--- config.mk ---
export PLATFORM = sky130hd
export DESIGN_NAME = lqs_ctrl
export DESIGN_NICKNAME = d
export VERILOG_FILES = /design/src/hdl/linear_queue_with_statistics_defines.svh /design/src/hdl/lqs_pkg.sv /design/src/hdl/lqs_ctrl.sv
export SDC_FILE = /design/constraint.sdc
export NUM_CORES = 1
export LEC_CHECK = 0
export CORE_AREA = 2 2 39 41
export CTS_BUF_LIST = sky130_fd_sc_hd__clkbuf_16
export CTS_CLUSTER_SIZE = 24
export DETAILED_ROUTE_END_ITERATION = 6
export DIE_AREA = 0 0 41 43
export DONT_BUFFER_PORTS = 1
export GPL_TIMING_DRIVEN = 0
export MAX_ROUTING_LAYER = met4
export PLACE_DENSITY = 0.35
export SETUP_SLACK_MARGIN = 0.05
export SYNTH_ARGS = -nofsm -noshare
export SYNTH_HDL_FRONTEND = slang
export SYNTH_SLANG_ARGS = --single-unit
--- constraint.sdc ---
create_clock -name clk -period 2.9 [get_ports clk]
set_input_delay 0.145 -clock clk [delete_from_list [all_inputs] [get_ports clk]]
set_output_delay 0.145 -clock clk [all_outputs]
set_load 0.05 [all_outputs]
--- src/hdl/linear_queue_with_statistics_defines.svh ---
// Assertion macros for the linear queue with statistics block
// No dependencies; included by the files that assert
`ifndef LINEAR_QUEUE_WITH_STATISTICS_DEFINES_SVH
`define LINEAR_QUEUE_WITH_STATISTICS_DEFINES_SVH
`ifndef SYNTH
// same-cycle implication, disabled in reset
`define LQS_ASSERT_IMP(lbl, clk_i, rst_ni, ante, cons, msg) \
  lbl: assert property (@(posedge clk_i) disable iff (!rst_ni) (ante) |-> (cons)) \
    else $error(msg);
// next-cycle implication, disabled in reset
`define LQS_ASSERT_NXT(lbl, clk_i, rst_ni, ante, cons, msg) \
  lbl: assert property (@(posedge clk_i) disable iff (!rst_ni) (ante) |=> (cons)) \
    else $error(msg);
`else
`define LQS_ASSERT_IMP(lbl, clk_i, rst_ni, ante, cons, msg)
`define LQS_ASSERT_NXT(lbl, clk_i, rst_ni, ante, cons, msg)
`endif
`endif

--- src/hdl/lqs_pkg.sv ---
// Shared constants and types for the linear queue with statistics block
// No dependencies
`timescale 1ns / 1ps
package lqs_pkg;

  // storage geometry
  localparam int DEPTH = 128;
  localparam int IDX_W = $clog2(DEPTH);
  localparam int CNT_W = IDX_W + 1;

  // word and arithmetic widths
  localparam int WORD_W    = 32;
  localparam int SUM_W     = WORD_W + IDX_W;
  localparam int FRAC_W    = 8;
  localparam int DVD_W     = SUM_W + FRAC_W;
  localparam int MEAN_W    = 40;
  localparam int DIV_CNT_W = $clog2(DVD_W + 1);

  // command codes
  localparam logic [1:0] CMD_ENQ = 2'd0;
  localparam logic [1:0] CMD_DEQ = 2'd1;
  localparam logic [1:0] CMD_QRY = 2'd2;

  // status codes
  localparam logic [1:0] ST_OK    = 2'd0;
  localparam logic [1:0] ST_FULL  = 2'd1;
  localparam logic [1:0] ST_EMPTY = 2'd2;

  // controller to datapath commands
  typedef struct packed {
    logic load;
    logic exec;
    logic enq;
    logic deq;
    logic walk_init;
    logic walk_step;
    logic div_go;
    logic post;
  } ctrl_cmd_t;

  // datapath to controller status
  typedef struct packed {
    logic [1:0] cmd;
    logic       empty;
    logic       walk_last;
    logic       div_done;
  } dp_stat_t;

endpackage

--- src/hdl/lqs_ctrl.sv ---
// Controller: sequences enqueue, dequeue and the statistics query
// Depends on lqs_pkg
`timescale 1ns / 1ps
module lqs_ctrl (
  input  logic               clk,
  input  logic               rst_n,
  input  logic               start,
  output logic               busy,
  output logic               out_valid,
  output lqs_pkg::ctrl_cmd_t cmd,
  input  lqs_pkg::dp_stat_t  stat
);

  typedef enum logic [2:0] {
    S_IDLE,
    S_EXEC,
    S_WALK,
    S_DRAIN,
    S_DIV_GO,
    S_DIV_WAIT,
    S_POST
  } state_t;

  state_t state_r;
  logic   valid_r;

  // commands decoded from the state
  always_comb begin
    cmd           = '0;
    cmd.load      = (state_r == S_IDLE) && start;
    cmd.exec      = (state_r == S_EXEC);
    cmd.enq       = (state_r == S_EXEC) && (stat.cmd == lqs_pkg::CMD_ENQ);
    cmd.deq       = (state_r == S_EXEC) && (stat.cmd == lqs_pkg::CMD_DEQ);
    cmd.walk_init = (state_r == S_EXEC) && (stat.cmd == lqs_pkg::CMD_QRY);
    cmd.walk_step = (state_r == S_WALK);
    cmd.div_go    = (state_r == S_DIV_GO);
    cmd.post      = (state_r == S_POST);
  end

  // state and result strobe
  always_ff @(posedge clk) begin
    if (!rst_n) begin
      state_r <= S_IDLE;
      valid_r <= 1'b0;
    end else begin
      valid_r <= (state_r == S_POST);
      case (state_r)
        S_IDLE: begin
          if (start) begin
            state_r <= S_EXEC;
          end
        end
        S_EXEC: begin
          if ((stat.cmd == lqs_pkg::CMD_QRY) && !stat.empty) begin
            state_r <= S_WALK;
          end else begin
            state_r <= S_POST;
          end
        end
        S_WALK: begin
          if (stat.walk_last) begin
            state_r <= S_DRAIN;
          end
        end
        S_DRAIN:  state_r <= S_DIV_GO;
        S_DIV_GO: state_r <= S_DIV_WAIT;
        S_DIV_WAIT: begin
          if (stat.div_done) begin
            state_r <= S_POST;
          end
        end
        S_POST:   state_r <= S_IDLE;
        default:  state_r <= S_IDLE;
      endcase
    end
  end

  assign busy      = (state_r != S_IDLE);
  assign out_valid = valid_r;

endmodule

=== Word level (Yosys, flattened, before mapping) ===
Index checks and enable logic that the tools add are counted.
W data, S select, Z words.

* Output and inout bits: 10
* Word-level logic and storage cells: 28
* Register bits after elaboration: 4
* Input bits: 8

* Equality and inequality tests: 11
* Reductions and logical operators: 10
* Multiplexer cells: 5

{| class="wikitable"
|+ Operator list
! kind !! number
|-
| $pmux W3 S6 || 1
|-
| $mux W3 || 4
|-
| $eq A3 B3 Y1 const B || 3
|-
| $eq A3 B2 Y1 const B || 2
|-
| $logic_and A1 B1 Y1 || 5
|-
| $ne A2 B2 Y1 const B || 2
|-
| $eq A3 B1 Y1 const B || 1
|-
| $logic_not A3 Y1 || 1
|-
| $reduce_and A3 Y1 || 1
|-
| $reduce_bool A3 Y1 || 1
|-
| $eq A2 B1 Y1 const B || 1
|-
| $eq A2 B2 Y1 const B || 1
|-
| $logic_not A2 Y1 || 1
|-
| $ne A2 B1 Y1 const B || 1
|-
| $logic_not A1 Y1 || 1
|}

=== Depth between registers and ports, before layout ===
Gate-level depths: netlist of run 1.

* Depth in word-level cells: 4
* Depth in mapped cells: 4

=== Worst setup path before layout of run 1 ===
OpenSTA, ideal clock, no wires.

* Path kind: reg-to-output
* From: register state_r[1]
* To: output port cmd[3] (netlist name)
* Stages on the path, launching flop included: 5
* Data arrival time: 1.760 ns
* Path slack: 0.995 ns
* Required time: 2.755 ns
* Path through: dfxtp_1 > buf_6 > nor2_1 > nand2_1 > nor3b_1

{| class="wikitable"
|+ RTL lines
! item !! line !! source
|-
| from (decl) || lqs_ctrl.sv:24 || <nowiki>state_t state_r;</nowiki>
|-
| from (signal assigned) || lqs_ctrl.sv:43 || <nowiki>state_r <= S_IDLE;</nowiki>
|-
| from (signal assigned) || lqs_ctrl.sv:50 || <nowiki>state_r <= S_EXEC;</nowiki>
|-
| from (signal assigned) || lqs_ctrl.sv:55 || <nowiki>state_r <= S_WALK;</nowiki>
|-
| to (decl) || lqs_ctrl.sv:10 || <nowiki>output lqs_pkg::ctrl_cmd_t cmd,</nowiki>
|}

==> results of run 1 <==
-- cells in the final DEF, fill, tap and decap left out --
cell / instances
o22ai_1: 1
nand2b_1: 2
clkbuf_16: 3
inv_1: 1
nor3b_2: 3
a21boi_1: 1
buf_6: 1
and2_1: 3
xnor2_1: 1
nand3b_1: 1
buf_2: 1
and3b_2: 1
o31a_1: 1
dfxtp_1: 4
nor3_1: 2
or4b_1: 1
a21oi_1: 1
or3_1: 1
nand2_1: 2
nor2_1: 3
-- worst max-delay path by stage --
| stage | from | endpoint | slack (ps) | depth (start not counted) |
|---|---|---|---|---|
| finish | state_r[1] | cmd[5] | 800 | 4 |
| floorplan | state_r[1] | cmd[3] | 1000 | 4 |
| global placement | state_r[0] | cmd[3] | 920 | 3 |
| detailed placement | state_r[0] | cmd[5] | 1030 | 3 |
| CTS | state_r[1] | cmd[5] | 780 | 4 |
| global route | state_r[0] | cmd[5] | 740 | 3 |
-- flip-flops by register name, summed over array words and instances, names as in the netlist --
register / count
out_valid: 1
state_r: 3
-- layout make-up --
class	instances	area share
multi-input cells	24	0.4621
plain buffers	2	0.04483
inverters	1	0.01034
well taps	16	0.05517
clock buffers	3	0.2069
flip-flops and latches	4	0.2207
-- power by group --
group / switching (mW) / total [mW] / internal [mW]
Sequential: 0.0103 / 0.0769 / 0.0667
Combinational: 0.137 / 0.184 / 0.0466
Clock: 0.0403 / 0.217 / 0.176
-- cells by family after synthesis --
group	Yosys count	synth area share
compound gates	4	0.1068
xor+xnor	1	0.03399
buf+inv	3	0.07763
flops	4	0.3107
simple gates	19	0.4709
-- critical path: stages (launching register included) --
cell	delay, ps
dfxtp_1	300
buf_6	130
nor2_1	80
nand2_1	120
nor3_1	1090
-- routing by layer --
layer / GRT usage / up-vias
li1: - / 114
met1: 0.09646 / 92
met2: 0.1000 / 11
met3: 0.03665 / 2
met4: 0.08000 / 0
met5: - / -
-- synthesized netlist by cell type --
| library cell | number | area (µm²) |
|---|---|---|
| a21boi_1 | 1 | 7.510 |
| a21oi_1 | 1 | 5.000 |
| and2_1 | 3 | 18.77 |
| and3b_2 | 1 | 10.01 |
| buf_2 | 1 | 5.000 |
| buf_6 | 1 | 11.26 |
| dfxtp_1 | 4 | 80.08 |
| inv_1 | 1 | 3.750 |
| nand2_1 | 2 | 7.510 |
| nand2b_1 | 2 | 12.51 |
| nand3b_1 | 1 | 7.510 |
| nor2_1 | 3 | 11.26 |
| nor3_1 | 2 | 10.01 |
| nor3b_1 | 2 | 15.01 |
| nor3b_2 | 1 | 12.51 |
| o22ai_1 | 1 | 6.260 |
| o31a_1 | 1 | 8.760 |
| or3_1 | 1 | 6.260 |
| or4b_1 | 1 | 10.01 |
| xnor2_1 | 1 | 8.760 |
-- through the flow --
stage | area, µm² | cells
floorplan | 257.7 | 31
global placement | 277.8 | 47
detailed placement | 287.8 | 47
CTS | 362.8 | 50
global route | 362.8 | 50
finish | 362.8 | 50
==> reports/metrics.csv, run 1 <==
metric,value,unit
status,"finished, final reports clean",
synth_cell_type_count,20,
cap_violations,0,
viasPerCell,4.380,
grt_max_degree,11,
r2r_start,state_r[0],
worst_hold_path.endpoint,out_valid,
gp_congestion,0.6488,
clock.fmax,0.4768,GHz
rsz0062_at_grt,false,
critPathKind,flip-flop to primary output,
post_cts_buffers,0,
clockBufferDepth,2,
fp-row-count,14,
vias,219,
ctsHoldBuffers,0,
drt_iter0_drc,1,
antennaDiodeCount,0,
timing.setup.tns,0,ps
period_needed,2097,ps
maxSlewViolCount,0,
die_y,43,µm
numCtsBuffers,3,
seq_area,80.08,µm²
grt_pass1_vias,202,
hold_path.class,input pin to flip-flop,
clock_sinks,4,
cts.reportedPaths.clkPinSlew,30,ps
p_total,0.4775,mW
worstMarginPinSlew,1446,ps
p_leak,0.1491,nW
fin_nets,44,
fin_skew,1.040,ps
core_area,0.001384,mm²
r2r_slack,1350,ps
post-route-drc-count,0,
final_util,0.2622,
ctsHtreeMaxLevel,1,
antenna_found_initial,0,
die-area,0.001763,mm²
globalRouteTotalUtil,0.08333,
grt_overflow,0,
worstRegToRegCells,4,
routed_wl,614,µm
whs_path_depth,1,
wl_met2,291,µm
netlist_area,257.7,µm²
yosysWarningCount,0,
timing.rr.end,state_r[0],
route.met3.wl,69,µm
required,2760,ps
max_slew_margin,0.02840,
synth-seq-area-share,0.3107,
cp-end-kind,primary output,
ys_ff_latch,4,
setup_viol,0,
drt-wirelength-per-cell,12.28,µm
top_layer,met4,
num_io_pins,18,
grt_pass1_wl,903,µm
first_pass_iters,2,
finalHoldViolCount,0,
drtAntennaViolNets,0,
arrival,1950,ps
netlist_instances,31,
pre_cts_ws,1033,ps
cts-root-buf,clkbuf_16,
drive_gt1_frac,0.2647,
crit_path_start_kind,flip-flop,
met1_length,244,µm
portBuffers,0,
floorplan.initialDensity,0.1863,
ir_drop,0.0002593,V
die_w,41,µm
pwr_density_cell,1316,mW/mm²
timing.final.crit_share,0.7233,
layout_setup_ws,802.6,ps
clk_latency,220,ps
hold_ws,42.00,ps
crit_fanout,10,
hp-start,rst_n,
dp_hpwl,431.5,µm
num-fill-cells,149,
area_growth,40.78,%
syn_nets,39,
cts_tree,built,
multi_input_comb_area,167.7,µm²
avgSynthCellArea,8.314,µm²
ctsResizeCount,0,
Power figures use the tool's default switching activity.
==> run 2: changes to the inputs <==
--- a/config.mk
+++ b/config.mk
@@ -13,7 +13,7 @@
 export DONT_BUFFER_PORTS = 1
 export GPL_TIMING_DRIVEN = 0
 export MAX_ROUTING_LAYER = met4
-export PLACE_DENSITY = 0.35
+export PLACE_DENSITY = 0.36
 export SETUP_SLACK_MARGIN = 0.05
 export SYNTH_ARGS = -nofsm -noshare
 export SYNTH_HDL_FRONTEND = slang
==> constraint.sdc (replaced) <==
create_clock -name clk -period 1.92 [get_ports clk]
set_input_delay 0.096 -clock clk [delete_from_list [all_inputs] [get_ports clk]]
set_output_delay 0.096 -clock clk [all_outputs]
set_load 0.05 [all_outputs]
==> run 2 against run 1 <==
Global-route usage is 1.0 points lower; count of clock-buffer cells in the layout did not move; largest cell class unchanged; register-to-register slack got worse by 990 ps; largest power group unchanged; critical path type unchanged; critical path depth down 1; utilization grew 1.4 points; clock skew is 1.1 ps higher; flip-flop and latch count stayed put; routed wire length rose by 1.6%; cell count is 2.0% higher; die area did not move; first-iteration DRC count unchanged; design area is 5.5% higher.
==> reports/metrics.csv, run 2 (synthesis results as in run 1) <==
metric,value,unit
grt_pass1_wl,828,µm
die_w,41,µm
final_util,0.2767,
hp-start,rst_n,
viasPerCell,4.490,
grt_max_degree,11,
fin_cells,51,
required,1820,ps
gp_congestion,0.6996,
floorplan.initialDensity,0.1863,
clock_sinks,4,
cp-end-kind,primary output,
worstRegToRegCells,4,
maxSlewViolCount,0,
cts_tree,built,
pwr_density_cell,1888,mW/mm²
globalRouteTotalUtil,0.07297,
critPathSlowestCell,nor3b_2,
rsz0062_at_grt,false,
r2r_start,state_r[0],
status,"finished, final reports clean",
die_y,43,µm
antennaDiodeCount,0,
final_area,382.9,µm²
slowest_delay,730,ps
drt-wirelength-per-cell,12.24,µm
setup_viol,0,
numCtsBuffers,3,
routed_wl,624,µm
multi_input_comb_area,177.7,µm²
portBuffers,0,
fin_nets,45,
area_growth,48.54,%
worstMarginPinSlew,881.6,ps
p_leak,0.1571,nW
whs_path_depth,1,
max_slew_margin,0.4101,
dp_cells,47,
clk_latency,220,ps
ir_drop,0.0004309,V
critPathKind,flip-flop to primary output,
die-area,0.001763,mm²
timing.final.crit_share,0.8851,
timing.rr.end,state_r[0],
fp-row-count,14,
crit_path_start_kind,flip-flop,
p_int,0.4401,mW
crit_chain,"buf_2, nand2_1, nor3b_2",
first_pass_iters,2,
drive_gt1_frac,0.3143,
place_area,287.8,µm²
antenna_found_initial,0,
hold_path.class,input pin to flip-flop,
cts-root-buf,clkbuf_16,
worst-path-buf-inv,1,
layout_setup_ws,220.6,ps
finalHoldViolCount,0,
arrival,1600,ps
core_area,0.001384,mm²
seq_area,80.08,µm²
combPwrFrac,0.394,
clkPwrFrac,0.445,
cap_violations,0,
drtAntennaViolNets,0,
pre_cts_ws,83.04,ps
period_needed,1699,ps
post_cts_buffers,0,
worst_hold_path.endpoint,state_r[2],
num_io_pins,18,
drt_iter0_drc,1,
ctsHtreeMaxLevel,1,
crit_fanout,10,
p_switching,0.2827,mW
vias,229,
final_cell_mix,"dfxtp_1, nor2_1, nor3b_2, and2_1, clkbuf_16",
regMostFlops,state_r,
num-fill-cells,144,
largest_reg_flops,3,
swShare,0.3911,
grt_overflow,0,
p_total,0.7229,mW
clockBufferDepth,2,
cts.reportedPaths.clkPinSlew,30,ps
crit_start,state_r[0],
layout_commonest_cell,dfxtp_1,
fin_skew,2.123,ps
post-route-drc-count,0,
clock.fmax,0.5885,GHz
seq_power_share,0.161,
r2r_slack,360,ps
dp_hpwl,441.3,µm
grt_pass1_vias,191,
cp_top_family,simple AND/OR/NAND/NOR gates,
run 2: changes by cell type in the layout (fill, tap and decap cells not counted):
cell           delta
nor3_1            -2
nor3_2            +2
dlygate4sd3_1     +1
run 2: worst register-to-register path, cell delays in order, from the launching register on:
cell and delay (ps):
dfxtp_1 280, buf_2 170, nor3b_2 710, and2_1 240, o31a_1 110
run 2: what timing repair did:
action / 4_1_cts / 5_1_grt
hold endpoints to repair: 3 / 0
endpoints found under the setup margin: 2 / 0
hold buffers: 1 / 0
resized for setup: 2 / 0
run 2: power groups by stage:
stage	combinational (mW)	clock [mW]	sequential, mW
final	0.285	0.322	0.116
after global routing	0.301	0.327	0.119
after global placement	0.276	0	0.117
after detailed placement	0.281	0	0.117
after CTS	0.288	0.327	0.116
after floorplan	0.257	0	0.114
run 2: per-stage QoR:
stage,TNS [ps],hold slack [ps]
floorplan,0,217.7
global placement,-7.073,219.4
detailed placement,0,220.8
CTS,0,27.07
global route,0,27.69
finish,0,27.88
run 2: how the worst max path moves through the flow:
stage | to | slack (ps) | depth (start not counted)
final | cmd[3] | 220 | 3
after global routing | cmd[3] | 160 | 3
after floorplan | cmd[3] | 60 | 4
after global placement | cmd[3] | -7 | 3
after detailed placement | cmd[5] | 80 | 3
after CTS | cmd[3] | 210 | 3
run 2: layer usage:
| layer | up-vias | part of all wire | track usage |
|---|---|---|---|
| li1 | 116 | - | - |
| met1 | 105 | 0.42 | 0.08974 |
| met2 | 8 | 0.53 | 0.09688 |
| met3 | 0 | 0.045 | 0 |
| met4 | 0 | 0 | 0.08000 |
| met5 | - | 0 | - |
run 2: final cells by class:
type,count,share of cell area
buffer,2,0.04248
inverter,1,0.009804
sequential,4,0.2092
clock buffer,3,0.1961
timing repair buffer,1,0.02614
tap,16,0.05229
multi-input combinational,24,0.4641
==> run 3: changes to the inputs <==
--- a/config.mk
+++ b/config.mk
@@ -13,7 +13,6 @@
 export DONT_BUFFER_PORTS = 1
 export GPL_TIMING_DRIVEN = 0
 export MAX_ROUTING_LAYER = met4
-export PLACE_DENSITY = 0.36
 export SETUP_SLACK_MARGIN = 0.05
 export SYNTH_ARGS = -nofsm -noshare
 export SYNTH_HDL_FRONTEND = slang
==> run 3 against run 2 <==
Register-to-register slack hardly changed; die area stayed put; count of clock-buffer cells in the layout stayed put; clock power hardly changed; utilization stayed put; critical path depth stayed put; combinational power hardly changed; fmax is 0.24% higher; sequential share of layout area stayed put; flip-flop and latch count stayed put; cell count stayed put.
==> reports/metrics.csv, run 3 (synthesis results as in run 1) <==
metric,value,unit
status,"finished, final reports clean",
clkPwrFrac,0.446,
layout_commonest_cell,dfxtp_1,
critPathKind,flip-flop to primary output,
pwr_density_cell,1883,mW/mm²
clockBufferDepth,2,
die_y,43,µm
p_leak,0.1571,nW
fp-row-count,14,
grt_pass1_wl,890,µm
crit_path_start_kind,flip-flop,
num_io_pins,18,
setup_viol,0,
p_total,0.7208,mW
clk_latency,220,ps
dp_hpwl,426.4,µm
rsz0062_at_grt,false,
floorplan.initialDensity,0.1863,
met1_length,240,µm
antennaDiodeCount,0,
cts.reportedPaths.clkPinSlew,30,ps
wl_met2,241,µm
ir_drop,0.0007645,V
clock_sinks,4,
maxSlewViolCount,0,
core_area,0.001384,mm²
final_cell_mix,"dfxtp_1, nor2_1, nor3b_2, and2_1, clkbuf_16",
clock.fmax,0.5899,GHz
finalHoldViolCount,0,
cts-root-buf,clkbuf_16,
drt_iter0_drc,5,
cp-end-kind,primary output,
required,1820,ps
worstRegToRegCells,4,
p_switching,0.2808,mW
max_slew_margin,0.4054,
portBuffers,0,
antenna_found_initial,0,
grt_pass1_vias,211,
first_pass_iters,2,
route.met3.wl,120,µm
viasPerCell,4.510,
hold_path.class,input pin to flip-flop,
top_layer,met3,
crit_fanout,10,
post_cts_buffers,0,
p_int,0.4400,mW
regMostFlops,state_r,
numCtsBuffers,3,
grt_overflow,0,
drtAntennaViolNets,0,
combPwrFrac,0.393,
drive_gt1_frac,0.3143,
post-route-drc-count,0,
arrival,1600,ps
drt-wirelength-per-cell,11.78,µm
gp_congestion,0.6406,
die_w,41,µm
fin_skew,0.8342,ps
area_growth,48.54,%
cts_tree,built,
period_needed,1695,ps
seq_power_share,0.161,
r2r_slack,360,ps
timing.setup.tns,0,ps
cap_violations,0,
whs_path_depth,1,
timing.final.crit_share,0.8830,
vias,230,
swShare,0.3895,
grt_max_degree,11,
num-fill-cells,147,
largest_reg_flops,3,
fin_nets,45,
globalRouteTotalUtil,0.08230,
worstMarginPinSlew,888.6,ps
ctsHtreeMaxLevel,1,
routed_wl,601,µm
die-area,0.001763,mm²
[run 3: cell counts in the layout (fill, tap and decap cells not counted)]
Identical to the previous run, type by type.
[run 3: worst max-delay path: stages, from the launching register on]
cell and delay, ps:
dfxtp_1 290, buf_2 200, nand2_1 160, nor3b_2 730
[run 3: layout make-up]
type | instances | area, µm² | share of cell area
Multi-Input combinational cell | 24 | 177.7 | 0.4641
Sequential cell | 4 | 80.08 | 0.2092
Clock buffer | 3 | 75.07 | 0.1961
Tap cell | 16 | 20.02 | 0.05229
Buffer | 2 | 16.27 | 0.04248
Timing Repair Buffer | 1 | 10.01 | 0.02614
Inverter | 1 | 3.754 | 0.009804
[run 3: routing by layer]
layer,vias to the layer above,global-route usage
li1,115,-
met1,94,0.08039
met2,21,0.1063
met3,0,0.07853
met4,0,0.04000
met5,-,-
[run 3: power by group through the flow]
stage	clock network, mW	registers (mW)	logic (mW)
2_1_floorplan	0	0.114	0.257
4_1_cts	0.329	0.116	0.287
6_report	0.321	0.116	0.283
3_3_place_gp	0	0.116	0.274
5_1_grt	0.336	0.119	0.304
3_5_place_dp	0	0.117	0.280
[run 3: final timing paths]
path | start | endpoint
worst max-delay path | state_r[0] | cmd[3]
worst min-delay path | rst_n | state_r[2]
worst max register to register | state_r[0] | state_r[0]
worst min register to register | state_r[2] | state_r[2]
[run 3: what timing repair did]
| action | in CTS | in global routing |
|---|---|---|
| hold buffers | 1 | 0 |
| resized for setup | 2 | 0 |
| hold endpoints to repair | 3 | 0 |
| setup endpoints to repair | 2 | 0 |
[run 3: through the flow]
step | area (µm²) | cells | util | worst slack [ps] | hold slack, ps
after global placement | 277.8 | 47 | 0.2007 | 8.929 | 218.0
after floorplan | 257.7 | 31 | - | 64.48 | 217.7
after detailed placement | 287.8 | 47 | 0.2080 | 86.45 | 222.1
after global routing | 382.9 | 51 | 0.2767 | 139.2 | 29.52
after CTS | 382.9 | 51 | 0.2767 | 214.4 | 31.80
final | 382.9 | 51 | 0.2767 | 224.7 | 33.03
